File: src/rtl/core/scfh_pkg.sv
// Package with shared types and constants of the serial command frame handler.
`default_nettype none

package scfh_pkg;

    localparam int BUF_DEPTH_DEF = 32;
    localparam int VAR_COUNT_DEF = 256;

    localparam logic [7:0] ECHO_OP = 8'hFE;

    localparam logic [1:0] REQ_RX     = 2'd0;
    localparam logic [1:0] REQ_VAR_WR = 2'd1;
    localparam logic [1:0] REQ_VAR_RD = 2'd2;

    localparam logic [2:0] CFG_DEVICE_TYPE  = 3'd0;
    localparam logic [2:0] CFG_OP_IDENTIFY  = 3'd1;
    localparam logic [2:0] CFG_OP_RESET     = 3'd2;
    localparam logic [2:0] CFG_OP_VAR_WRITE = 3'd3;
    localparam logic [2:0] CFG_OP_VAR_READ  = 3'd4;
    localparam logic [2:0] CFG_OP_ID_WRITE  = 3'd5;
    localparam logic [2:0] CFG_ERROR_BYTE   = 3'd6;

    localparam logic [2:0] RPL_IDENT    = 3'd0;
    localparam logic [2:0] RPL_RESET    = 3'd1;
    localparam logic [2:0] RPL_VWRITE   = 3'd2;
    localparam logic [2:0] RPL_VREAD    = 3'd3;
    localparam logic [2:0] RPL_IDWRITE  = 3'd4;
    localparam logic [2:0] RPL_ECHO     = 3'd5;
    localparam logic [2:0] RPL_ERROR    = 3'd6;
    localparam logic [2:0] RPL_LOCAL_RD = 3'd7;

    typedef struct packed {
        logic load;
        logic exec;
        logic apply;
        logic fetch;
        logic push;
    } scfh_cmd_t;

    typedef struct packed {
        logic [1:0] req_type;
        logic       frame_done;
        logic       reply_last;
        logic       out_free;
    } scfh_stat_t;

endpackage

`default_nettype wire

File: src/rtl/core/serial_command_frame_handler.sv
// Top level of the serial command frame handler.
//
//  Channel  Direction  Signals                              Payload
//  s_*      in         s_tvalid s_tready s_tdata s_tuser    rx byte, slot, value; request type
//  m_*      out        m_tvalid m_tready m_tdata m_tuser    reply or read byte; kind; m_tlast
//  cfg_*    in         cfg_we cfg_index cfg_data            register writes, no handshake
//
// A local write or a frame byte that completes no frame runs load and execute.
// A local read adds fetch and push; a completed frame adds apply, then fetch
// and push per reply byte, issuing one buffer or store read per byte.
// Reset clears receive state, device id and variable valid bits, and presets config registers.
// Input is taken only while the controller is idle; a stalled output holds the
// controller in the push step until the output register frees.
`default_nettype none

module serial_command_frame_handler #(
    parameter int BUF_DEPTH = scfh_pkg::BUF_DEPTH_DEF,
    parameter int VAR_COUNT = scfh_pkg::VAR_COUNT_DEF
) (
    input  wire logic        clk,
    input  wire logic        rst_n,
    input  wire logic        s_tvalid,
    output logic             s_tready,
    input  wire logic [23:0] s_tdata,   // rx_byte[7:0], var_index[15:8], var_value[23:16]
    input  wire logic [1:0]  s_tuser,   // req_type[1:0]
    output logic             m_tvalid,
    input  wire logic        m_tready,
    output logic [7:0]       m_tdata,   // out_byte[7:0]
    output logic             m_tuser,   // out_kind[0]
    output logic             m_tlast,
    input  wire logic        cfg_we,
    input  wire logic [2:0]  cfg_index,
    input  wire logic [15:0] cfg_data
);

    scfh_pkg::scfh_cmd_t  cmd;
    scfh_pkg::scfh_stat_t stat;

    scfh_ctrl u_ctrl (
        .clk      (clk),
        .rst_n    (rst_n),
        .s_tvalid (s_tvalid),
        .s_tready (s_tready),
        .cmd      (cmd),
        .stat     (stat)
    );

    scfh_dp #(
        .BUF_DEPTH (BUF_DEPTH),
        .VAR_COUNT (VAR_COUNT)
    ) u_dp (
        .clk       (clk),
        .rst_n     (rst_n),
        .cmd       (cmd),
        .stat      (stat),
        .in_req    (s_tuser),
        .in_byte   (s_tdata[7:0]),
        .in_index  (s_tdata[15:8]),
        .in_value  (s_tdata[23:16]),
        .cfg_we    (cfg_we),
        .cfg_index (cfg_index),
        .cfg_data  (cfg_data),
        .m_tvalid  (m_tvalid),
        .m_tready  (m_tready),
        .m_tdata   (m_tdata),
        .m_tuser   (m_tuser),
        .m_tlast   (m_tlast)
    );

endmodule

`default_nettype wire

File: src/rtl/core/scfh_ram.sv
// Generic single-port RAM with registered read data.
`default_nettype none

module scfh_ram #(
    parameter int WIDTH = 8,
    parameter int DEPTH = 32
) (
    input  wire logic                                   clk,
    input  wire logic                                   we,
    input  wire logic                                   re,
    input  wire logic [((DEPTH > 1) ? $clog2(DEPTH) : 1)-1:0] addr,
    input  wire logic [WIDTH-1:0]                       wdata,
    output logic      [WIDTH-1:0]                       rdata
);

    logic [WIDTH-1:0] mem [DEPTH];

    always_ff @(posedge clk)
    begin
        if (we)
        begin
            mem[addr] <= wdata;
        end
        if (re)
        begin
            rdata <= mem[addr];
        end
    end

endmodule

`default_nettype wire

File: src/rtl/core/scfh_dp.sv
// Datapath: receive state, variable store, command decode and reply output register.
`default_nettype none

module scfh_dp #(
    parameter int BUF_DEPTH = scfh_pkg::BUF_DEPTH_DEF,
    parameter int VAR_COUNT = scfh_pkg::VAR_COUNT_DEF
) (
    input  wire logic               clk,
    input  wire logic               rst_n,
    input  wire scfh_pkg::scfh_cmd_t cmd,
    output scfh_pkg::scfh_stat_t    stat,
    input  wire logic [1:0]         in_req,
    input  wire logic [7:0]         in_byte,
    input  wire logic [7:0]         in_index,
    input  wire logic [7:0]         in_value,
    input  wire logic               cfg_we,
    input  wire logic [2:0]         cfg_index,
    input  wire logic [15:0]        cfg_data,
    output logic                    m_tvalid,
    input  wire logic               m_tready,
    output logic [7:0]              m_tdata,
    output logic                    m_tuser,
    output logic                    m_tlast
);

    localparam int FB_AW  = $clog2(BUF_DEPTH);
    localparam int FB_CW  = $clog2(BUF_DEPTH + 1);
    localparam int KW     = $clog2(BUF_DEPTH + 2);
    localparam int VAR_AW = (VAR_COUNT > 1) ? $clog2(VAR_COUNT) : 1;

    logic [15:0] device_type_reg;
    logic [7:0]  op_identify_reg, op_reset_reg, op_var_write_reg;
    logic [7:0]  op_var_read_reg, op_id_write_reg, error_byte_reg;

    logic [1:0]  req_reg;
    logic [7:0]  byte_reg, index_reg, value_reg;

    logic [FB_CW-1:0] count_reg;
    logic [8:0]       rem_reg;
    logic [7:0]       cmd_byte_reg, buf2_reg, buf3_reg;
    logic [15:0]      device_id_reg;
    logic [VAR_COUNT-1:0] var_valid_reg;

    logic [2:0]  kind_reg;
    logic [KW-1:0] k_reg;

    logic        out_valid_reg, out_kind_reg, out_last_reg;
    logic [7:0]  out_byte_reg;

    logic        is_len, has_room, frame_done, out_free, clear_rx;
    logic [8:0]  rem_a, rem_b;
    logic [2:0]  decoded;
    logic        local_wr, local_rd, frame_var_wr;
    logic        idx_in_range, buf2_in_range, rd_in_range;
    logic [7:0]  rd_index;
    logic [KW-1:0] last_k, k_minus_1;
    logic        reply_last;
    logic [7:0]  reply_byte, var_value_ok;

    logic               fb_we, fb_re;
    logic [FB_AW-1:0]   fb_addr;
    logic [7:0]         fb_rdata;
    logic               vs_we, vs_re;
    logic [VAR_AW-1:0]  vs_addr;
    logic [7:0]         vs_wdata, vs_rdata;

    assign is_len     = (count_reg == FB_CW'(1));
    assign has_room   = (count_reg < FB_CW'(BUF_DEPTH));
    assign rem_a      = is_len ? ({1'b0, byte_reg} + 9'd1) : rem_reg;
    assign rem_b      = (rem_a != 9'd0) ? (rem_a - 9'd1) : 9'd0;
    assign frame_done = (rem_b == 9'd0);
    assign out_free   = !out_valid_reg || m_tready;

    always_comb
    begin
        priority if (cmd_byte_reg == op_identify_reg)
        begin
            decoded = scfh_pkg::RPL_IDENT;
        end
        else if (cmd_byte_reg == op_reset_reg)
        begin
            decoded = scfh_pkg::RPL_RESET;
        end
        else if (cmd_byte_reg == op_var_write_reg)
        begin
            decoded = scfh_pkg::RPL_VWRITE;
        end
        else if (cmd_byte_reg == op_var_read_reg)
        begin
            decoded = scfh_pkg::RPL_VREAD;
        end
        else if (cmd_byte_reg == op_id_write_reg)
        begin
            decoded = scfh_pkg::RPL_IDWRITE;
        end
        else if (cmd_byte_reg == scfh_pkg::ECHO_OP)
        begin
            decoded = scfh_pkg::RPL_ECHO;
        end
        else
        begin
            decoded = scfh_pkg::RPL_ERROR;
        end
    end

    assign idx_in_range  = ({1'b0, index_reg} < 9'(VAR_COUNT));
    assign buf2_in_range = ({1'b0, buf2_reg} < 9'(VAR_COUNT));
    assign local_wr      = cmd.exec && (req_reg == scfh_pkg::REQ_VAR_WR);
    assign local_rd      = cmd.exec && (req_reg == scfh_pkg::REQ_VAR_RD);
    assign frame_var_wr  = cmd.apply && (decoded == scfh_pkg::RPL_VWRITE);

    assign rd_index    = (kind_reg == scfh_pkg::RPL_LOCAL_RD) ? index_reg : buf2_reg;
    assign rd_in_range = ({1'b0, rd_index} < 9'(VAR_COUNT));

    // Variable store: one port, shared by local writes, frame writes and reads.
    always_comb
    begin
        vs_we    = (local_wr && idx_in_range) || (frame_var_wr && buf2_in_range);
        vs_re    = cmd.fetch;
        vs_wdata = local_wr ? value_reg : buf3_reg;
        if (local_wr)
        begin
            vs_addr = index_reg[VAR_AW-1:0];
        end
        else if (cmd.apply)
        begin
            vs_addr = buf2_reg[VAR_AW-1:0];
        end
        else
        begin
            vs_addr = rd_index[VAR_AW-1:0];
        end
    end

    scfh_ram #(
        .WIDTH (8),
        .DEPTH (VAR_COUNT)
    ) u_var_ram (
        .clk   (clk),
        .we    (vs_we),
        .re    (vs_re),
        .addr  (vs_addr),
        .wdata (vs_wdata),
        .rdata (vs_rdata)
    );

    // Frame buffer: data read from entries at or above the fill count never goes into a reply.
    assign k_minus_1 = k_reg - KW'(1);
    assign fb_we     = cmd.exec && (req_reg == scfh_pkg::REQ_RX) && has_room;
    assign fb_re     = cmd.fetch;
    assign fb_addr   = cmd.exec ? count_reg[FB_AW-1:0] : k_minus_1[FB_AW-1:0];

    scfh_ram #(
        .WIDTH (8),
        .DEPTH (BUF_DEPTH)
    ) u_frame_ram (
        .clk   (clk),
        .we    (fb_we),
        .re    (fb_re),
        .addr  (fb_addr),
        .wdata (byte_reg),
        .rdata (fb_rdata)
    );

    assign var_value_ok = (rd_in_range && var_valid_reg[rd_index[VAR_AW-1:0]]) ? vs_rdata : 8'd0;

    always_comb
    begin
        unique case (kind_reg)
            scfh_pkg::RPL_IDENT:   last_k = KW'(4);
            scfh_pkg::RPL_VWRITE:  last_k = KW'(1);
            scfh_pkg::RPL_VREAD:   last_k = KW'(2);
            scfh_pkg::RPL_IDWRITE: last_k = KW'(2);
            scfh_pkg::RPL_ECHO:    last_k = KW'(count_reg);
            default:               last_k = KW'(0);
        endcase
    end

    assign reply_last = (k_reg == last_k);

    always_comb
    begin
        reply_byte = 8'd0;
        unique case (kind_reg)
            scfh_pkg::RPL_IDENT:
            begin
                unique case (k_reg)
                    KW'(0):  reply_byte = 8'd4;
                    KW'(1):  reply_byte = device_id_reg[15:8];
                    KW'(2):  reply_byte = device_id_reg[7:0];
                    KW'(3):  reply_byte = device_type_reg[15:8];
                    default: reply_byte = device_type_reg[7:0];
                endcase
            end
            scfh_pkg::RPL_RESET:
            begin
                reply_byte = 8'd0;
            end
            scfh_pkg::RPL_VWRITE:
            begin
                if (k_reg == KW'(0))
                begin
                    reply_byte = 8'd1;
                end
                else
                begin
                    reply_byte = buf2_in_range ? buf3_reg : 8'd0;
                end
            end
            scfh_pkg::RPL_VREAD:
            begin
                unique case (k_reg)
                    KW'(0):  reply_byte = 8'd2;
                    KW'(1):  reply_byte = buf2_reg;
                    default: reply_byte = var_value_ok;
                endcase
            end
            scfh_pkg::RPL_IDWRITE:
            begin
                unique case (k_reg)
                    KW'(0):  reply_byte = 8'd2;
                    KW'(1):  reply_byte = device_id_reg[15:8];
                    default: reply_byte = device_id_reg[7:0];
                endcase
            end
            scfh_pkg::RPL_ECHO:
            begin
                reply_byte = (k_reg == KW'(0)) ? 8'(count_reg) : fb_rdata;
            end
            scfh_pkg::RPL_ERROR:
            begin
                reply_byte = error_byte_reg;
            end
            default:
            begin
                reply_byte = var_value_ok;
            end
        endcase
    end

    assign clear_rx = cmd.push && reply_last && (kind_reg != scfh_pkg::RPL_LOCAL_RD);

    always_ff @(posedge clk or negedge rst_n)
    begin
        if (!rst_n)
        begin
            device_type_reg  <= 16'd0;
            op_identify_reg  <= 8'd1;
            op_reset_reg     <= 8'd2;
            op_var_write_reg <= 8'd3;
            op_var_read_reg  <= 8'd4;
            op_id_write_reg  <= 8'd5;
            error_byte_reg   <= 8'hFF;
        end
        else if (cfg_we)
        begin
            unique case (cfg_index)
                scfh_pkg::CFG_DEVICE_TYPE:  device_type_reg  <= cfg_data;
                scfh_pkg::CFG_OP_IDENTIFY:  op_identify_reg  <= cfg_data[7:0];
                scfh_pkg::CFG_OP_RESET:     op_reset_reg     <= cfg_data[7:0];
                scfh_pkg::CFG_OP_VAR_WRITE: op_var_write_reg <= cfg_data[7:0];
                scfh_pkg::CFG_OP_VAR_READ:  op_var_read_reg  <= cfg_data[7:0];
                scfh_pkg::CFG_OP_ID_WRITE:  op_id_write_reg  <= cfg_data[7:0];
                scfh_pkg::CFG_ERROR_BYTE:   error_byte_reg   <= cfg_data[7:0];
                default:
                begin
                end
            endcase
        end
    end

    always_ff @(posedge clk)
    begin
        if (cmd.load)
        begin
            req_reg   <= in_req;
            byte_reg  <= in_byte;
            index_reg <= in_index;
            value_reg <= in_value;
        end
    end

    always_ff @(posedge clk or negedge rst_n)
    begin
        if (!rst_n)
        begin
            count_reg     <= '0;
            rem_reg       <= 9'd2;
            cmd_byte_reg  <= 8'd0;
            buf2_reg      <= 8'd0;
            buf3_reg      <= 8'd0;
            device_id_reg <= 16'd0;
            var_valid_reg <= '0;
            kind_reg      <= scfh_pkg::RPL_ERROR;
            k_reg         <= '0;
        end
        else
        begin
            if (cmd.exec && (req_reg == scfh_pkg::REQ_RX))
            begin
                if (has_room)
                begin
                    count_reg <= count_reg + FB_CW'(1);
                    if (count_reg == FB_CW'(0))
                    begin
                        cmd_byte_reg <= byte_reg;
                    end
                    if (count_reg == FB_CW'(2))
                    begin
                        buf2_reg <= byte_reg;
                    end
                    if (count_reg == FB_CW'(3))
                    begin
                        buf3_reg <= byte_reg;
                    end
                end
                rem_reg <= rem_b;
            end
            if (vs_we)
            begin
                var_valid_reg[vs_addr] <= 1'b1;
            end
            if (local_rd)
            begin
                kind_reg <= scfh_pkg::RPL_LOCAL_RD;
                k_reg    <= '0;
            end
            if (cmd.apply)
            begin
                kind_reg <= decoded;
                k_reg    <= '0;
                if (decoded == scfh_pkg::RPL_IDWRITE)
                begin
                    device_id_reg <= {buf2_reg, buf3_reg};
                end
            end
            if (cmd.push && !reply_last)
            begin
                k_reg <= k_reg + KW'(1);
            end
            if (clear_rx)
            begin
                count_reg    <= '0;
                rem_reg      <= 9'd2;
                cmd_byte_reg <= 8'd0;
                buf2_reg     <= 8'd0;
                buf3_reg     <= 8'd0;
            end
        end
    end

    always_ff @(posedge clk or negedge rst_n)
    begin
        if (!rst_n)
        begin
            out_valid_reg <= 1'b0;
        end
        else if (cmd.push)
        begin
            out_valid_reg <= 1'b1;
        end
        else if (m_tready)
        begin
            out_valid_reg <= 1'b0;
        end
    end

    always_ff @(posedge clk)
    begin
        if (cmd.push)
        begin
            out_byte_reg <= reply_byte;
            out_kind_reg <= (kind_reg == scfh_pkg::RPL_LOCAL_RD);
            out_last_reg <= reply_last;
        end
    end

    assign m_tvalid = out_valid_reg;
    assign m_tdata  = out_byte_reg;
    assign m_tuser  = out_kind_reg;
    assign m_tlast  = out_last_reg;

    assign stat.req_type   = req_reg;
    assign stat.frame_done = frame_done;
    assign stat.reply_last = reply_last;
    assign stat.out_free   = out_free;

    a_push_into_free_slot: assert property (@(posedge clk) disable iff (!rst_n)
        cmd.push |-> (!out_valid_reg || m_tready))
        else $error("reply byte pushed over a pending output transaction");

    a_count_bounded: assert property (@(posedge clk) disable iff (!rst_n)
        count_reg <= FB_CW'(BUF_DEPTH))
        else $error("frame byte count above buffer depth");

    a_rem_nonzero: assert property (@(posedge clk) disable iff (!rst_n)
        (cmd.exec && (req_reg == scfh_pkg::REQ_RX)) |-> (rem_reg != 9'd0))
        else $error("remaining frame byte count reached zero without a reply");

    a_rx_cleared: assert property (@(posedge clk) disable iff (!rst_n)
        clear_rx |=> ((count_reg == '0) && (rem_reg == 9'd2) && m_tlast))
        else $error("receive state not cleared after the last reply byte");

endmodule

`default_nettype wire

File: src/rtl/core/scfh_ctrl.sv
// Controller state machine that sequences input handling and reply bytes.
`default_nettype none

module scfh_ctrl (
    input  wire logic                 clk,
    input  wire logic                 rst_n,
    input  wire logic                 s_tvalid,
    output logic                      s_tready,
    output scfh_pkg::scfh_cmd_t       cmd,
    input  wire scfh_pkg::scfh_stat_t stat
);

    localparam logic [2:0] ST_IDLE  = 3'd0;
    localparam logic [2:0] ST_EXEC  = 3'd1;
    localparam logic [2:0] ST_APPLY = 3'd2;
    localparam logic [2:0] ST_FETCH = 3'd3;
    localparam logic [2:0] ST_PUSH  = 3'd4;

    logic [2:0] state_reg, state_next;

    assign s_tready = (state_reg == ST_IDLE);

    always_comb
    begin
        state_next = state_reg;
        cmd        = '0;
        unique case (state_reg)
            ST_IDLE:
            begin
                if (s_tvalid)
                begin
                    cmd.load   = 1'b1;
                    state_next = ST_EXEC;
                end
            end
            ST_EXEC:
            begin
                cmd.exec = 1'b1;
                if (stat.req_type == scfh_pkg::REQ_VAR_RD)
                begin
                    state_next = ST_FETCH;
                end
                else if ((stat.req_type == scfh_pkg::REQ_RX) && stat.frame_done)
                begin
                    state_next = ST_APPLY;
                end
                else
                begin
                    state_next = ST_IDLE;
                end
            end
            ST_APPLY:
            begin
                cmd.apply  = 1'b1;
                state_next = ST_FETCH;
            end
            ST_FETCH:
            begin
                cmd.fetch  = 1'b1;
                state_next = ST_PUSH;
            end
            ST_PUSH:
            begin
                if (stat.out_free)
                begin
                    cmd.push   = 1'b1;
                    state_next = stat.reply_last ? ST_IDLE : ST_FETCH;
                end
            end
            default:
            begin
                state_next = ST_IDLE;
            end
        endcase
    end

    always_ff @(posedge clk or negedge rst_n)
    begin
        if (!rst_n)
        begin
            state_reg <= ST_IDLE;
        end
        else
        begin
            state_reg <= state_next;
        end
    end

endmodule

`default_nettype wire
File: config.mk
export PLATFORM = sky130hd
export DESIGN_NAME = serial_command_frame_handler
export DESIGN_NICKNAME = d
export VERILOG_FILES = /design/src/rtl/core/scfh_pkg.sv /design/src/rtl/core/serial_command_frame_handler.sv /design/src/rtl/core/scfh_ram.sv /design/src/rtl/core/scfh_dp.sv /design/src/rtl/core/scfh_ctrl.sv
export SDC_FILE = /design/constraint.sdc
export NUM_CORES = 2
export LEC_CHECK = 0
export BUFFER_PORTS_ARGS = -buffer_cell sky130_fd_sc_hd__buf_4
export CORE_ASPECT_RATIO = 0.8
export CORE_UTILIZATION = 25
export DETAILED_ROUTE_END_ITERATION = 7
export GPL_ROUTABILITY_DRIVEN = 0
export PLACE_DENSITY = 0.41
export SLEW_MARGIN = 10
export SYNTH_ARGS = -nofsm -noshare
export SYNTH_HDL_FRONTEND = slang
export SYNTH_SLANG_ARGS = --single-unit
File: constraint.sdc
create_clock -name clk -period 3.9 [get_ports clk]
set_input_delay 0.39 -clock clk [delete_from_list [all_inputs] [get_ports clk]]
set_output_delay 0.39 -clock clk [all_outputs]
set_load 0.005 [all_outputs]
## Word-level counts from Yosys, hierarchy flattened

Memories as Yosys holds them, arrays and structs flattened. A register that Yosys moved wholly into a read port is not among the register bits.
Cells that the tools add are included.

- Reductions and logical operators: 44
- $lt $le $gt $ge: 4
- Eq/ne operators: 37
- Bitwise logic cells: 1
- Add/sub/neg operators: 5
- Muxes and demuxes: 66

Operators by type and width:

| kind | number |
|---|---|
| bitwise OR 256 bit | 1 |
| 2-to-1 mux 8 bit | 19 |
| one-hot mux 8 bit (7 select lines) | 1 |
| equality test 8 bit | 5 |
| 2-to-1 mux 6 bit | 6 |
| 2-to-1 mux 9 bit | 4 |
| one-hot mux 8 bit (2 select lines) | 2 |
| one-hot mux 8 bit (4 select lines) | 1 |
| equality test 3 bit (second input constant) | 9 |
| 2-to-1 mux 3 bit | 9 |
| equality test 6 x 2 -> 1 bit (second input constant) | 4 |
| one-hot mux 6 bit (4 select lines) | 1 |
| equality test 3 x 2 -> 1 bit (second input constant) | 7 |
| AND reduction 2 bit | 10 |
| less-than comparator 8 x 9 -> 1 bit (second input constant) | 2 |
| 2-to-1 mux 1 bit | 15 |
| one-hot mux 3 bit (5 select lines) | 1 |
| nonzero test 2 bit | 7 |
| adder 6 x 1 -> 6 bit (second input constant) | 2 |
| equality test 6 x 1 -> 1 bit (second input constant) | 2 |
| zero test 6 bit | 2 |
| logical AND 1 bit | 10 |
| adder 8 x 1 -> 9 bit (second input constant) | 1 |
| equality test 3 x 1 -> 1 bit (second input constant) | 3 |
| other kinds (24) | 33 |

- Register bits: 424
- Memories: 2
- Memory bits (writable): 2304
- Output and inout bits: 12
- Logic and storage cells: 184

Memory list:

| memory | depth | width | read ports | clocked after memory_dff | write ports | line | RTL |
|---|---|---|---|---|---|---|---|
| u_dp.u_var_ram.mem | 256 | 8 | 1 | 1 | 1 | scfh_ram.sv:16 | `logic [WIDTH-1:0] mem [DEPTH];` |
| u_dp.u_frame_ram.mem | 32 | 8 | 1 | 1 | 1 | scfh_ram.sv:16 |  |

## Depth between registers and ports, before layout

- Depth in word-level cells: 12
- Mapped depth: 17
- Mapped depth without buffers: 12

## Hierarchy

A second synthesis with hierarchy kept.

- Cells, all modules: 6012
- Area total of the unflattened synthesis: 109613.9 um^2

Modules (own cells, without submodules):

| module | cells each | times used | area each (um^2) |
|---|---|---|---|
| scfh_ram (u_dp.u_var_ram) | 3547 | 1 | 78572.9 |
| scfh_dp | 1865 | 1 | 20548.5 |
| scfh_ram (u_dp.u_frame_ram) | 576 | 1 | 10287.4 |
| scfh_ctrl | 24 | 1 | 205.2 |

## Worst setup path before layout

OpenSTA, ideal clock, no wires.

- Path type: reg2reg
- From: register u_ctrl.state_reg[2]
- To: memory u_dp.u_var_ram.mem[60][0], enable pin
- Required time: 3.530 ns
- Path buffers: 9
- Cell stages (with the launch flop): 16
- Slack: 0.128 ns
- Arrival: 3.401 ns
- Clock period less this slack: 3.772 ns
- Cell sequence: dfrtp_1 -> buf_6 -> or3b_1 -> buf_6 -> a22oi_2 -> buf_4 -> mux2_2 -> buf_6 -> buf_4 -> buf_2 -> buf_4 -> buf_4 -> nor2_1 -> nand2_1 -> clkbuf_1 -> nor2_1

- Word-level cells in the longest chain between the ends: 6
- Elaborated cells on any way between the ends: 11
- Classes of those cells: 2 x eq/ne; 6 x mux; 3 x reduce/logical

RTL lines:

| item | line | RTL |
|---|---|---|
| start, declared | scfh_ctrl.sv:19 | `logic [2:0] state_reg, state_next;` |
| start signal, assigned | scfh_ctrl.sv:85 | `state_reg <= state_next;` |
| equality test 3 x 1 -> 1 bit / equality test 3 x 2 -> 1 bit (equally long branches) | scfh_ctrl.sv:27 | `unique case (state_reg)` |
| 2-to-1 mux 1 bit | scfh_ctrl.sv:27 |  |
| logical AND 1 bit, on equally long branches | scfh_dp.sv:108, scfh_dp.sv:110 |  |
| logical OR 1 bit | scfh_dp.sv:118 | `vs_we = (local_wr && idx_in_range) \|\| (frame_var_wr && buf2_in_range);` |
| 2-to-1 mux 1 bit | scfh_ram.sv:20 | `if (we)` |
| 2-to-1 mux 1 bit (not written as such) | scfh_ram.sv:22 | `mem[addr] <= wdata;` |
| end, declared | scfh_ram.sv:16 |  |

Several ways; a longest one is shown, not always the timed one.

## Worst setup path after layout

- From: register u_ctrl.state_reg[0]
- To: register u_dp.u_var_ram.rdata[6] (read register of u_dp.u_var_ram.mem), data pin

- Word-level cells in the longest chain between the ends: 4
- Elaborated cells on any way between the ends: 9
- Classes of those cells: 3 x eq/ne; 5 x mux; 1 x reduce/logical

RTL lines:

| item | line | RTL |
|---|---|---|
| equality test 3 x 2 -> 1 bit / equality test 3 x 1 -> 1 bit (equally long branches) | scfh_ctrl.sv:27 |  |
| 2-to-1 mux 1 bit | scfh_ctrl.sv:27 |  |
| 2-to-1 mux 8 bit / logical AND 1 bit (equally long branches) | scfh_dp.sv:125, scfh_dp.sv:108 |  |
| 2-to-1 mux 8 bit | scfh_dp.sv:121 | `if (local_wr)` |
| end, declared | scfh_ram.sv:13 | `output logic [WIDTH-1:0] rdata` |

Several ways; a longest one is shown, not always the timed one.
A chain may end at the register's enable or synchronous reset.

==> parameters.txt <==
Parameter                              Value

Routing
  Detailed-route DRC error count    0
  Antenna Violating Nets Remaining    0
  Sum of routed wire length over all layers    480000 um
  Detailed-route vias per instance    5.05
  Detailed router's first-iteration violation count    10200
  Total vias in the final route    77700
  Detail-routed net length per standard cell    31.2 um
  Pre-antenna DRT Iters    6

Hold path
  Cell depth of the worst min-delay path    4
  Hold/Removal Path Class    input port to register

Floorplanning
  Overall die area    0.448 mm^2
  Number of core rows    218
  Placeable core region    0.442 mm^2
  Top-Level Pins    62
  Initial Utilization    25.2%
  Horizontal extent of the die    748 um
  Height of the chip    599 um

Synthesis
  Avg Inst Size Synth    14.3 um^2
  Most used DFF post-synth    edfxtp_1
  Proportion of synthesized flip-flops having asynchronous set or reset    14.1%
  Total nets after synthesis    7855
  Share of synthesized area occupied by flip-flops and latches    72.3%
  Gate Count Post-Synth    7795
  Flop and latch count out of synthesis    2744
  Number of synthesized flops with an enable pin    2356
  Library cells used by synthesis    80
  Warning count from the yosys run    0
  Cell area after synthesis    0.111 mm^2

Clocking
  TritonCTS clock tree    yes
  Maximum buffer depth of the clock tree    4
  Clock-pin slew on the worst setup and hold paths    0.06 ns
  Clock latency on the worst-skew pair    0.91 ns
  H-tree depth    5
  Clock Tree Root    clkbuf_16
  Number of sinks on the clock net    2744
  TritonCTS Buffers    302

Setup path
  CP Data Required Time    4.52 ns
  Worst Path Arrival    4.83 ns
  Cell type with the highest occurrence count on the critical path    buf_12
  Highest cell delay on the worst timing path    0.57 ns
  Cell breakdown of the critical path    or3b_4, a22oi_2, buf_12, buf_12, buf_12, buf_12, buf_12, nor3_1, a31o_2, nand2_4, buf_4, a31oi_1, nand4_1, nand4_1, nor4_4, buf_4, nand4_1
  Number of logic stages on the critical path including buffering    17
  Critical Path Start Type    register
  WP buf/inv    7
  Worst reg2reg path depth    17
  CP Max Fanout    17
  Setup CP Type    register to register
  Worst Setup End Kind    register
  Top Family by Delay on Critical Path    simple AND/OR/NAND/NOR gates
  CP max-delay cell    nor4_4

Timing
  Min setup slack post-route    -0.315 ns
  Worst-Margin Slew    1.29 ns
  Worst clock skew on the final layout    0.0694 ns
  Fin crit share    108%
  Hold_ws    0.0887 ns
  Final count of pins violating max slew    0
  Setup repair after global routing missed its margin    true
  Maximum clock frequency    237 MHz
  Endpoints failing setup    9
  Final Hold Vio Count    0
  Final critical delay including setup and external delays    4.21 ns
  Slew margin rel.    13.1%

Layout
  Footprint of the multi-input gates    0.0299 mm^2
  Most frequent standard cell in the layout excluding fill and tap cells    edfxtp_1
  Layout cell share with drive strength beyond 1    29.2%
  Layout Cell Area excl Fill    0.145 mm^2
  Total of fill cells in the finished design    43400
  Flip-flop count of the largest register, all copies and words added    2048
  Fin nets    9373
  Area Growth Syn to Fin    30.6%
  Sequential cell area    0.0805 mm^2
  Most used cells in the layout excluding fill and tap cells    2356 x edfxtp_1, 1535 x nand2_1, 1283 x buf_4

Global routing
  Global-route wire length before repair    646000 um
  Maximum number of pins on one net before global-route repair    84
  Initial antenna violation count    31
  Overall overflow remaining after global route    0
  Overall track demand over capacity in global routing    20.6%
  Via count of the first global-routing pass    75100

Placed design
  Detailed Place HPWL    336000 um
  I/O Buffers    61
  Standard cell area after detailed placement    0.132 mm^2

Pwr
  Flop pwr share    28.5%
  Net switching power of the design    49.6 mW
  Share of total power in combinational logic    48.0%
  Clock network power share    23.5%
  Design internal power    73.3 mW
  Net switching fraction of the power    40.3%
  Final Total Pwr    123 mW
  Ratio of total power to cell area    846 mW/mm^2
  IR drop worst, VDD    0.459 mV
  Static leakage power    52.8 nW

Status
  Run status    complete, but fails checks
  Violated checks    setup timing

Flow run
  MaxCap Viol Count    0
==> kinds of logic after synthesis <==
group           synth area share, %
xor+xnor                      0.520
fa+ha+maj                     0.112
compound gates                 5.63
simple gates                   12.2
buf+inv                        2.33
flops                          72.3
mux                            6.88
==> layer usage <==
layer / part of all wire, % / vias up / GRT usage, %
met5: 0.014 / - / 0
li1: - / 32500 / -
met2: 42 / 3604 / 29.8
met3: 8.6 / 619 / 3.99
met1: 46 / 41000 / 31.0
met4: 3.4 / 12 / 6.25
==> through the flow <==
stage | setup slack, ns | instances | setup TNS [ns] | util, %
2_1_floorplan | 0.128 | 7795 | 0 | -
3_3_place_gp | -1.90 | 14700 | -337.96 | 29.8
3_5_place_dp | -1.46 | 14700 | -245.61 | 29.8
4_1_cts | -0.241 | 15300 | -1.52 | 32.6
5_1_grt | -0.310 | 15400 | -1.86 | 32.9
6_report | -0.315 | 15400 | -1.69 | 32.9
==> cells in the mapped netlist (all sizes together) (18+ instances only) <==
cell type / n / area share (%)
xnor2: 42 / 0.33
a311oi: 99 / 0.78
or2: 127 / 0.71
nor3: 40 / 0.18
and3: 86 / 0.48
a32oi: 47 / 0.37
inv: 46 / 0.16
o21bai: 109 / 0.74
a22oi: 67 / 0.46
a31oi: 113 / 0.64
edfxtp: 2356 / 64
xor2: 24 / 0.19
a222oi: 18 / 0.16
nand3: 598 / 2.7
o21ai: 85 / 0.39
dfrtp: 370 / 8.3
mux2: 99 / 1.0
nor4: 25 / 0.15
buf: 276 / 1.4
clkbuf: 230 / 0.78
a21oi: 79 / 0.37
dfstp: 18 / 0.43
nand4: 130 / 0.73
a211oi: 66 / 0.45
mux4: 209 / 4.3
nand2: 1552 / 5.2
mux2i: 180 / 1.6
nor2: 445 / 1.5
==> path summary, 6_finish.rpt <==
path | startpoint | slack, ns | endpoint
min | cfg_index[2] | 0.09 | u_dp.op_identify_reg[1]
max | u_ctrl.state_reg[0] | -0.31 | u_dp.u_var_ram.rdata[6]
min in group asynchronous | rst_n | 0.12 | u_dp.var_valid_reg[23]
max in group asynchronous | rst_n | 2.79 | u_dp.rem_reg[1]
max reg2reg | u_ctrl.state_reg[0] | -0.31 | u_dp.u_var_ram.rdata[6]
min reg2reg | u_dp.var_valid_reg[245] | 0.46 | u_dp.var_valid_reg[245]
==> power by group through the flow <==
stage | Combinational (mW) | Clock (mW) | Sequential, mW
detailed placement | 52.5 | 0 | 35.5
CTS | 55.7 | 29.4 | 34.9
global placement | 52.5 | 0 | 35.5
global route | 60.8 | 30.5 | 35.0
floorplan | 22.9 | 0 | 35.1
finish | 59.0 | 28.9 | 35.0
==> tightest hold or removal path: stages <==
cell and delay, ns:
buf_4 0.12, nor3b_1 0.06, buf_4 0.17, mux2_2 0.22
==> area by class of cell <==
cell class,count,area share (%)
flip-flops and latches,2744,55.4
multi-input cells,4500,20.6
repair buffers,1719,12.1
clock buffers,391,5.67
well taps,5830,5.02
clock inverters,144,1.03
inverters,46,0.119
diodes,13,0.0224
==> what timing repair did <==
action | CTS | global route
endpoints found under the setup margin | 1653 | 192
pin swaps | 47 | 62
hold endpoints to repair | 167 | 0
hold buffers | 45 | 0
buffers inserted | 60 | 59
cloned | 6 | 8
resized for setup | 210 | 143
No activity file was read; power rests on OpenSTA's default activity.
